File: src/design/mte_pkg.sv
`timescale 1ns / 1ps
package mte_pkg;

	// field widths of the stream payload
	localparam int DELTA_IN_W   = 28;
	localparam int BYTE_W       = 8;
	localparam int BPM_W        = 16;
	localparam int OPCODE_W     = 3;
	localparam int S_TDATA_W    = 88;
	localparam int M_TDATA_W    = 8;
	localparam int DELTA_BITS_DEF = 28;

	// bit positions in the slave tdata
	localparam int POS_DELTA  = 0;
	localparam int POS_STATUS = 28;
	localparam int POS_A      = 36;
	localparam int POS_B      = 44;
	localparam int POS_C      = 52;
	localparam int POS_D      = 60;
	localparam int POS_BPM    = 68;

	// variable-length quantity: up to four 7-bit groups
	localparam int VLQ_BITS  = 28;
	localparam int VLQ_IDX_W = 2;

	// tempo divider: 60000000 / bpm, one quotient bit per cycle
	localparam int DIVIDEND_W = 26;
	localparam logic [DIVIDEND_W-1:0] TEMPO_DIVIDEND = 26'd60000000;
	localparam int DIV_CNT_W  = 5;
	localparam int TEMPO_Q_W  = 24;

	// meta event bytes
	localparam logic [7:0] META_PREFIX     = 8'hFF;
	localparam logic [7:0] META_TEMPO      = 8'h51;
	localparam logic [7:0] META_TEMPO_LEN  = 8'h03;
	localparam logic [7:0] META_TSIG       = 8'h58;
	localparam logic [7:0] META_TSIG_LEN   = 8'h04;
	localparam logic [7:0] META_END        = 8'h2F;
	localparam logic [7:0] META_END_LEN    = 8'h00;
	localparam logic [7:0] STATUS_RESET    = 8'hFF;

	typedef enum logic [OPCODE_W-1:0] {
		OP_ADD_DELTA = 3'd0,
		OP_NOTE      = 3'd1,
		OP_TEMPO     = 3'd2,
		OP_TIME_SIG  = 3'd3,
		OP_TRACK_END = 3'd4
	} opcode_t;

	// microprogram
	localparam int PC_W = 5;
	localparam logic [PC_W-1:0] PC_VLQ   = 5'd0;
	localparam logic [PC_W-1:0] PC_NOTE  = 5'd1;
	localparam logic [PC_W-1:0] PC_TEMPO = 5'd4;
	localparam logic [PC_W-1:0] PC_TSIG  = 5'd11;
	localparam logic [PC_W-1:0] PC_END   = 5'd18;

	typedef enum logic [3:0] {
		SRC_NONE,
		SRC_CONST,
		SRC_VLQ,
		SRC_STATUS,
		SRC_A,
		SRC_B,
		SRC_C,
		SRC_D,
		SRC_Q_HI,
		SRC_Q_MID,
		SRC_Q_LO
	} byte_src_t;

	typedef enum logic [1:0] {
		SEQ_NEXT,
		SEQ_VLQ,
		SEQ_DIV_WAIT,
		SEQ_END
	} seq_t;

	typedef struct packed {
		byte_src_t   src;
		logic [7:0]  const_byte;
		logic        last;
		seq_t        seq;
	} ucode_t;

	typedef enum logic {
		ST_IDLE,
		ST_RUN
	} state_t;

endpackage

File: src/design/mte_ucode.sv
`timescale 1ns / 1ps
module mte_ucode
	import mte_pkg::*;
(
	input  logic [PC_W-1:0] pc,
	output ucode_t          word
);

	// control store, one word per step
	always_comb begin
		case (pc)
			PC_VLQ:            word = '{SRC_VLQ, 8'h00, 1'b0, SEQ_VLQ};
			// note event
			PC_NOTE:           word = '{SRC_STATUS, 8'h00, 1'b0, SEQ_NEXT};
			PC_NOTE + 5'd1:    word = '{SRC_A, 8'h00, 1'b0, SEQ_NEXT};
			PC_NOTE + 5'd2:    word = '{SRC_B, 8'h00, 1'b1, SEQ_END};
			// tempo
			PC_TEMPO:          word = '{SRC_CONST, META_PREFIX, 1'b0, SEQ_NEXT};
			PC_TEMPO + 5'd1:   word = '{SRC_CONST, META_TEMPO, 1'b0, SEQ_NEXT};
			PC_TEMPO + 5'd2:   word = '{SRC_CONST, META_TEMPO_LEN, 1'b0, SEQ_NEXT};
			PC_TEMPO + 5'd3:   word = '{SRC_NONE, 8'h00, 1'b0, SEQ_DIV_WAIT};
			PC_TEMPO + 5'd4:   word = '{SRC_Q_HI, 8'h00, 1'b0, SEQ_NEXT};
			PC_TEMPO + 5'd5:   word = '{SRC_Q_MID, 8'h00, 1'b0, SEQ_NEXT};
			PC_TEMPO + 5'd6:   word = '{SRC_Q_LO, 8'h00, 1'b1, SEQ_END};
			// time signature
			PC_TSIG:           word = '{SRC_CONST, META_PREFIX, 1'b0, SEQ_NEXT};
			PC_TSIG + 5'd1:    word = '{SRC_CONST, META_TSIG, 1'b0, SEQ_NEXT};
			PC_TSIG + 5'd2:    word = '{SRC_CONST, META_TSIG_LEN, 1'b0, SEQ_NEXT};
			PC_TSIG + 5'd3:    word = '{SRC_A, 8'h00, 1'b0, SEQ_NEXT};
			PC_TSIG + 5'd4:    word = '{SRC_B, 8'h00, 1'b0, SEQ_NEXT};
			PC_TSIG + 5'd5:    word = '{SRC_C, 8'h00, 1'b0, SEQ_NEXT};
			PC_TSIG + 5'd6:    word = '{SRC_D, 8'h00, 1'b1, SEQ_END};
			// track end
			PC_END:            word = '{SRC_CONST, META_PREFIX, 1'b0, SEQ_NEXT};
			PC_END + 5'd1:     word = '{SRC_CONST, META_END, 1'b0, SEQ_NEXT};
			PC_END + 5'd2:     word = '{SRC_CONST, META_END_LEN, 1'b1, SEQ_END};
			default:           word = '{SRC_NONE, 8'h00, 1'b0, SEQ_END};
		endcase
	end

endmodule

File: src/design/mte_div.sv
`timescale 1ns / 1ps
module mte_div
	import mte_pkg::*;
(
	input  logic                 clk,
	input  logic                 arst_n,
	input  logic                 start,
	input  logic [BPM_W-1:0]     divisor,
	output logic                 busy,
	output logic [TEMPO_Q_W-1:0] quotient
);

	logic [BPM_W-1:0]      rem_q;
	logic [DIVIDEND_W-1:0] quo_q;
	logic [BPM_W-1:0]      div_q;
	logic [DIV_CNT_W-1:0]  cnt_q;
	logic                  busy_q;
	logic [BPM_W:0]        rem_sh;
	logic                  ge;
	logic [BPM_W:0]        rem_n;

	// one restoring step: shift in next dividend bit, subtract if it fits
	always_comb begin
		rem_sh = {rem_q, quo_q[DIVIDEND_W-1]};
		ge     = rem_sh >= {1'b0, div_q};
		rem_n  = ge ? (rem_sh - {1'b0, div_q}) : rem_sh;
	end

	// control
	always_ff @(posedge clk or negedge arst_n) begin
		if (!arst_n) begin
			busy_q <= 1'b0;
			cnt_q  <= '0;
		end else if (start) begin
			busy_q <= 1'b1;
			cnt_q  <= DIV_CNT_W'(DIVIDEND_W);
		end else if (busy_q) begin
			cnt_q <= cnt_q - 1'b1;
			if (cnt_q == DIV_CNT_W'(1)) begin
				busy_q <= 1'b0;
			end
		end
	end

	// datapath, zero tempo counts as one
	always_ff @(posedge clk) begin
		if (start) begin
			rem_q <= '0;
			quo_q <= TEMPO_DIVIDEND;
			div_q <= (divisor == '0) ? BPM_W'(1) : divisor;
		end else if (busy_q) begin
			// remainder stays below the divisor, so it fits the divisor width
			rem_q <= rem_n[BPM_W-1:0];
			quo_q <= {quo_q[DIVIDEND_W-2:0], ge};
		end
	end

	assign busy     = busy_q;
	assign quotient = quo_q[TEMPO_Q_W-1:0];

endmodule

File: src/design/midi_track_event_encoder.sv
`timescale 1ns / 1ps
// MIDI track event encoder
// slave stream: one item per operation, tuser carries the opcode (add delta,
// note event, tempo, time signature, track end); tdata carries the operands.
// master stream: one byte per item, tlast marks the final byte of an operation.
// add delta and unused opcodes produce no bytes and s_axis_tready stays high.
// every other operation is run by a microcoded sequencer at one step per cycle
// unless stalled: the pending delta as 1 to 4 bytes, then the event bytes.
// a note event with running status still runs its status step, with no byte.
// tempo is set by the bit-serial divider for 60000000 / bpm, started at
// acceptance; the sequencer waits for the quotient before its three bytes.
// the first byte is produced in the run state and leaves through the output register.
// when the receiver stalls the sequencer holds on the next byte-producing step;
// the output register keeps its byte until taken.
// reset clears the pending delta to 0, running status to 0xFF and empties
// the output register; the block is ready straight out of reset.
module midi_track_event_encoder
	import mte_pkg::*;
#(
	parameter int DELTA_BITS = DELTA_BITS_DEF
) (
	input  logic                 clk,
	input  logic                 arst_n,
	input  logic                 s_axis_tvalid,
	output logic                 s_axis_tready,
	// delta_ticks, status_byte, data_a, data_b, data_c, data_d, beats_per_minute, pad
	input  logic [S_TDATA_W-1:0] s_axis_tdata,
	// opcode
	input  logic [OPCODE_W-1:0]  s_axis_tuser,
	output logic                 m_axis_tvalid,
	input  logic                 m_axis_tready,
	// out_byte
	output logic [M_TDATA_W-1:0] m_axis_tdata,
	output logic                 m_axis_tlast
);

	localparam logic [VLQ_BITS:0] DELTA_MAX = (VLQ_BITS+1)'((64'd1 << DELTA_BITS) - 64'd1);

	state_t                state_q, state_d;
	logic [PC_W-1:0]       pc_q, pc_d;
	logic [VLQ_IDX_W-1:0]  vlq_idx_q;
	logic [VLQ_BITS-1:0]   vlq_q;
	logic [DELTA_BITS-1:0] pending_q;
	logic [7:0]            last_status_q;
	opcode_t               op_q;
	logic [7:0]            status_q, a_q, b_q, c_q, d_q;
	logic                  m_valid_q, m_last_q;
	logic [7:0]            m_data_q;

	ucode_t                uword;
	logic                  accept_in, start_run, accum, emit, vlq_dec, status_emit;
	logic                  out_free, want_emit, div_start, div_busy;
	logic [7:0]            out_byte;
	logic [TEMPO_Q_W-1:0]  tempo_q;
	logic [VLQ_BITS:0]     sum;
	logic [VLQ_BITS-1:0]   pend_ext;
	logic [VLQ_IDX_W-1:0]  vlq_cnt;
	logic [PC_W-1:0]       dispatch;
	opcode_t               op_in;

	mte_ucode u_ucode (
		.pc   (pc_q),
		.word (uword)
	);

	mte_div u_div (
		.clk      (clk),
		.arst_n   (arst_n),
		.start    (div_start),
		.divisor  (s_axis_tdata[POS_BPM +: BPM_W]),
		.busy     (div_busy),
		.quotient (tempo_q)
	);

	// input decode
	assign op_in     = opcode_t'(s_axis_tuser);
	assign accept_in = s_axis_tvalid && s_axis_tready;
	assign accum     = accept_in && (op_in == OP_ADD_DELTA);
	assign start_run = accept_in && (s_axis_tuser inside {[OP_NOTE:OP_TRACK_END]});
	assign div_start = accept_in && (op_in == OP_TEMPO);

	// saturating delta accumulation
	assign sum = (VLQ_BITS+1)'(pending_q) + (VLQ_BITS+1)'(s_axis_tdata[POS_DELTA +: DELTA_IN_W]);

	// number of 7-bit groups minus one
	assign pend_ext = VLQ_BITS'(pending_q);
	always_comb begin
		if (|pend_ext[27:21]) begin
			vlq_cnt = 2'd3;
		end else if (|pend_ext[20:14]) begin
			vlq_cnt = 2'd2;
		end else if (|pend_ext[13:7]) begin
			vlq_cnt = 2'd1;
		end else begin
			vlq_cnt = 2'd0;
		end
	end

	// entry point after the delta bytes
	always_comb begin
		case (op_q)
			OP_NOTE:     dispatch = PC_NOTE;
			OP_TEMPO:    dispatch = PC_TEMPO;
			OP_TIME_SIG: dispatch = PC_TSIG;
			default:     dispatch = PC_END;
		endcase
	end

	// byte source selection
	always_comb begin
		case (uword.src)
			SRC_CONST:  out_byte = uword.const_byte;
			SRC_VLQ: begin
				case (vlq_idx_q)
					2'd3:    out_byte = {1'b1, vlq_q[27:21]};
					2'd2:    out_byte = {1'b1, vlq_q[20:14]};
					2'd1:    out_byte = {1'b1, vlq_q[13:7]};
					default: out_byte = {1'b0, vlq_q[6:0]};
				endcase
			end
			SRC_STATUS: out_byte = status_q;
			SRC_A:      out_byte = a_q;
			SRC_B:      out_byte = b_q;
			SRC_C:      out_byte = c_q;
			SRC_D:      out_byte = d_q;
			SRC_Q_HI:   out_byte = tempo_q[23:16];
			SRC_Q_MID:  out_byte = tempo_q[15:8];
			SRC_Q_LO:   out_byte = tempo_q[7:0];
			default:    out_byte = 8'h00;
		endcase
	end

	// sequencer state register
	always_ff @(posedge clk or negedge arst_n) begin
		if (!arst_n) begin
			state_q <= ST_IDLE;
			pc_q    <= PC_VLQ;
		end else begin
			state_q <= state_d;
			pc_q    <= pc_d;
		end
	end

	// next step and byte emission
	always_comb begin
		state_d       = state_q;
		pc_d          = pc_q;
		emit          = 1'b0;
		vlq_dec       = 1'b0;
		status_emit   = 1'b0;
		s_axis_tready = (state_q == ST_IDLE);
		out_free      = !m_valid_q || m_axis_tready;
		// running status: a repeated status byte is skipped
		want_emit     = (uword.src != SRC_NONE) &&
			!((uword.src == SRC_STATUS) && (status_q == last_status_q));
		case (state_q)
			ST_IDLE: begin
				if (start_run) begin
					state_d = ST_RUN;
					pc_d    = PC_VLQ;
				end
			end
			ST_RUN: begin
				if (!want_emit || out_free) begin
					emit        = want_emit;
					status_emit = want_emit && (uword.src == SRC_STATUS);
					case (uword.seq)
						SEQ_NEXT: pc_d = pc_q + 1'b1;
						SEQ_VLQ: begin
							if (vlq_idx_q != '0) begin
								vlq_dec = 1'b1;
							end else begin
								pc_d = dispatch;
							end
						end
						SEQ_DIV_WAIT: begin
							if (!div_busy) begin
								pc_d = pc_q + 1'b1;
							end
						end
						default: state_d = ST_IDLE;
					endcase
				end
			end
			default: state_d = ST_IDLE;
		endcase
	end

	// track state: pending delta, running status, group index
	always_ff @(posedge clk or negedge arst_n) begin
		if (!arst_n) begin
			pending_q     <= '0;
			last_status_q <= STATUS_RESET;
			vlq_idx_q     <= '0;
		end else begin
			if (accum) begin
				pending_q <= (sum > DELTA_MAX) ? DELTA_BITS'(DELTA_MAX) : DELTA_BITS'(sum);
			end else if (start_run) begin
				pending_q <= '0;
			end
			if (start_run) begin
				vlq_idx_q <= vlq_cnt;
			end else if (vlq_dec) begin
				vlq_idx_q <= vlq_idx_q - 1'b1;
			end
			if (status_emit) begin
				last_status_q <= status_q;
			end
		end
	end

	// operand capture
	always_ff @(posedge clk) begin
		if (accept_in) begin
			op_q     <= op_in;
			status_q <= s_axis_tdata[POS_STATUS +: BYTE_W];
			a_q      <= s_axis_tdata[POS_A +: BYTE_W];
			b_q      <= s_axis_tdata[POS_B +: BYTE_W];
			c_q      <= s_axis_tdata[POS_C +: BYTE_W];
			d_q      <= s_axis_tdata[POS_D +: BYTE_W];
		end
		if (start_run) begin
			vlq_q <= pend_ext;
		end
	end

	// output register
	always_ff @(posedge clk or negedge arst_n) begin
		if (!arst_n) begin
			m_valid_q <= 1'b0;
		end else if (emit) begin
			m_valid_q <= 1'b1;
		end else if (m_axis_tready) begin
			m_valid_q <= 1'b0;
		end
	end

	always_ff @(posedge clk) begin
		if (emit) begin
			m_data_q <= out_byte;
			m_last_q <= uword.last;
		end
	end

	assign m_axis_tvalid = m_valid_q;
	assign m_axis_tdata  = m_data_q;
	assign m_axis_tlast  = m_last_q;

endmodule

File: config.mk
export PLATFORM = sky130hd
export DESIGN_NAME = midi_track_event_encoder
export DESIGN_NICKNAME = d
export VERILOG_FILES = /design/src/design/mte_pkg.sv /design/src/design/mte_ucode.sv /design/src/design/mte_div.sv /design/src/design/midi_track_event_encoder.sv
export SDC_FILE = /design/constraint.sdc
export NUM_CORES = 1
export LEC_CHECK = 0
export CAP_MARGIN = 20
export CORE_AREA = 2 2 168 120
export DETAILED_ROUTE_END_ITERATION = 16
export DIE_AREA = 0 0 170 122
export DONT_BUFFER_PORTS = 1
export PLACE_DENSITY_LB_ADDON = 0.3
export SYNTH_ARGS = -nofsm -noshare
export SYNTH_HDL_FRONTEND = slang
export SYNTH_SLANG_ARGS = --single-unit
File: constraint.sdc
create_clock -name clk -period 3.65 [get_ports clk]
set_input_delay 0.5475 -clock clk [delete_from_list [all_inputs] [get_ports clk]]
set_output_delay 0.5475 -clock clk [all_outputs]
set_load 0.1 [all_outputs]
==> reports/results.ini <==
[sta]
worstMarginPinSlew_ns=0.957
period_share_pct=81.1
skew_ns=0.00686
relSlewSlack_pct=36.0
slew_violations=0
setup_violations=0
fmax_mhz=338
tns_ns=0
hold_violations=0
rsz0062_at_grt=false
period_needed_ns=2.96

[critical_path]
cp.arrival_ns=3.27
cp.required_ns=3.96
slowest_stage=a2111oi_0
startpoint_type=flop
critPathMaxStageDelay_ns=0.58
end_kind=flop
critical_path.cell_chain=ha_1 > a2111oi_0 > inv_1 > o21ai_1 > a211oi_1 > o2111ai_1 > a21oi_1 > buf_4 > o21ai_0 > nand2_1
crit_type=flop to flop
r2r_cells=10
worst_r2r_endpoint=pend_ext[24]$_DFFE_PN0P_
timing.rr.start=pend_ext[7]$_DFFE_PN0P_
cp_max_fo=24
reg2reg_slack_ns=0.69

[place]
placed_cell_area_mm2=0.0106
dp_hpwl_um=16700
io_buffer_count=0
gp_congestion=0.888

[min_path]
holdPathEnd=b_q[6]$_DFFE_PP_
holdPathStages=0
hold_path.class=input port to flop
hold_start=s_axis_tdata[50]

[synthesis]
synth_seq_cells=189
ys_warn_count=0
syn_nets=1198
async_reset_ff_share_pct=27.0
synth_area_mm2=0.0104
synth_cell_types=73
ys_seq_area_share_pct=48.3
synth_cells=1041
synth-edff-count=96
synth_ff_type=edfxtp_1
syn_area_per_cell_um2=9.96

[layout]
fin_nets=1183
final_common_cell=nand2_1
num_antenna_cells=0
syn_to_final_growth_pct=7.87
final_cell_area_mm2=0.0112
mostFrequentLayoutCells=nand2_1, edfxtp_1, o21ai_0, nor2_1, a21oi_1
drive_gt1_share_pct=6.93

[detailed_routing]
postRouteAntennaNets=0
drc=0
post_drt_wl_per_cell_um=17.9
dr.pass1.iters=8
drt_wl_total_um=23000
drtIter0Drc=662
vias_per_cell=5.89
vias=7576

[clock_tree]
clockRootBuffer=clkbuf_16
worstSkewPairLatency_ns=0.43
h-tree-depth=4
cts_tree=built
cts_buffers=17
ctsLongestPathBuffers=2
cts_sinks=189
clk_pin_slew_worst_paths_ns=0.07

[global_route]
grt_pass1_vias=6950
track_usage_pct=22.3
met1_usage_pct=33.6
grt_pass1_wl_um=36100
grt_max_degree=60
antenna_found_initial=0
grt_use_met3_pct=4.19
top_usage_layer=met1
grt-ovfl-total=0
met2_usage_pct=33.4

[run_status]
status=finished clean

[power_and_ir_drop]
p_per_area_mw_per_mm2=990
p_leak_nw=4.73
ir_drop_v=0.000424
switching_share_pct=43.5
combPwrFrac_pct=47.0
pwr-share-clk_pct=15.3
intPower_mw=6.26
p_switching_mw=4.81
power_frac_seq_pct=37.6

[die]
initial_utilization_pct=53.5
die_w_um=170
die_y_um=122
num_io_pins=106
design.die.area_mm2=0.0207
core-area_mm2=0.0194
rows=43

[job]
cap_violations=0

## area by class of cell
cell class	count	area (um^2)
clock inverter	12	97.6
fill	1666	8190
multi-input combinational	752	4980
sequential	189	5010
tap	247	309
timing repair buffer	20	173
clock buffer	20	437
inverter	46	176
## cell usage after synthesis (17+ instances only)
cell type / instances / area (um^2)
inv_1: 46 / 173
nand3_1: 17 / 85.1
xnor2_1: 36 / 315
edfxtp_1: 96 / 2880
dfrtp_1: 43 / 1080
clkbuf_1: 39 / 146
a21oi_1: 62 / 310
dfxtp_1: 42 / 841
nand2_1: 144 / 541
o21ai_0: 83 / 415
nor2_1: 64 / 240
mux2i_1: 50 / 500
ha_1: 60 / 751
## critical path, delay by kind of cell, from the launching register on
kind            cells  cell delay (ns)
flops               1             0.44
fa+ha+maj           1             0.41
simple gates        1             0.07
buf+inv             2             0.32
compound gates      6             1.60
## metal layers
| layer | part of all wire, % | up-vias |
|---|---|---|
| met1 | 50 | 3581 |
| li1 | - | 3756 |
| met4 | 1.1 | 0 |
| met3 | 5.9 | 17 |
| met2 | 43 | 222 |
| met5 | 0 | - |
## flip-flops by register name, indices dropped and copies added (netlist names), 16 cells and up
name         flops
pend_ext        28
u_div.div_q     16
u_div.quo_q     26
u_div.rem_q     16
vlq_q           28
## worst max path at each step
stage                                       from                     endpoint  slack, ns  cells after the start
floorplan                      state_q$_DFF_PN0_     vlq_idx_q[1]$_DFFE_PN0P_       0.07                      8
detailed placement               s_axis_tdata[7]     pend_ext[25]$_DFFE_PN0P_       0.62                     10
global route        u_div.div_q[1]$_SDFFCE_PN0P_  u_div.rem_q[8]$_SDFFE_PP0P_       0.50                     10
CTS                      pend_ext[7]$_DFFE_PN0P_     pend_ext[24]$_DFFE_PN0P_       0.70                     10
finish                   pend_ext[7]$_DFFE_PN0P_     pend_ext[24]$_DFFE_PN0P_       0.69                     10
global placement                 s_axis_tdata[0]     pend_ext[19]$_DFFE_PN0P_       0.67                     12
## power by group through the flow
stage / clock network [mW] / registers (mW) / logic (mW)
after floorplan: 0 / 3.95 / 4.05
after global placement: 0 / 4.18 / 4.99
after detailed placement: 0 / 4.19 / 5.12
after CTS: 1.72 / 4.16 / 5.17
after global routing: 1.81 / 4.25 / 5.79
final: 1.70 / 4.17 / 5.21
## stage by stage
stage	hold WS [ns]	std cells	power (mW)	util [%]	setup slack (ns)
2_1_floorplan	0.252	1041	7.99	-	0.0688
3_3_place_gp	0.255	1252	9.17	54.8	0.666
3_5_place_dp	0.255	1252	9.31	54.8	0.616
4_1_cts	0.196	1286	11.1	57.7	0.697
5_1_grt	0.190	1286	11.9	57.7	0.504
6_report	0.208	1286	11.1	57.7	0.690
## what timing repair did
item | in CTS | in global routing
hold buffers | 2 | 0
buffers inserted | 0 | 0
setup endpoints to repair | 0 | 0
endpoints found under the hold margin | 51 | 0
gates resized for setup | 0 | 0
## kinds of logic after synthesis
family | share of synthesized area [%]
adder cells (fa/ha/maj) | 7.63
multiplexers | 5.81
AND/OR/NAND/NOR | 14.4
XOR/XNOR | 3.97
flip-flops | 48.3
AO/OA/AOI/OAI | 16.1
buffers and inverters | 3.77
No activity file was read; power rests on OpenSTA's default activity.
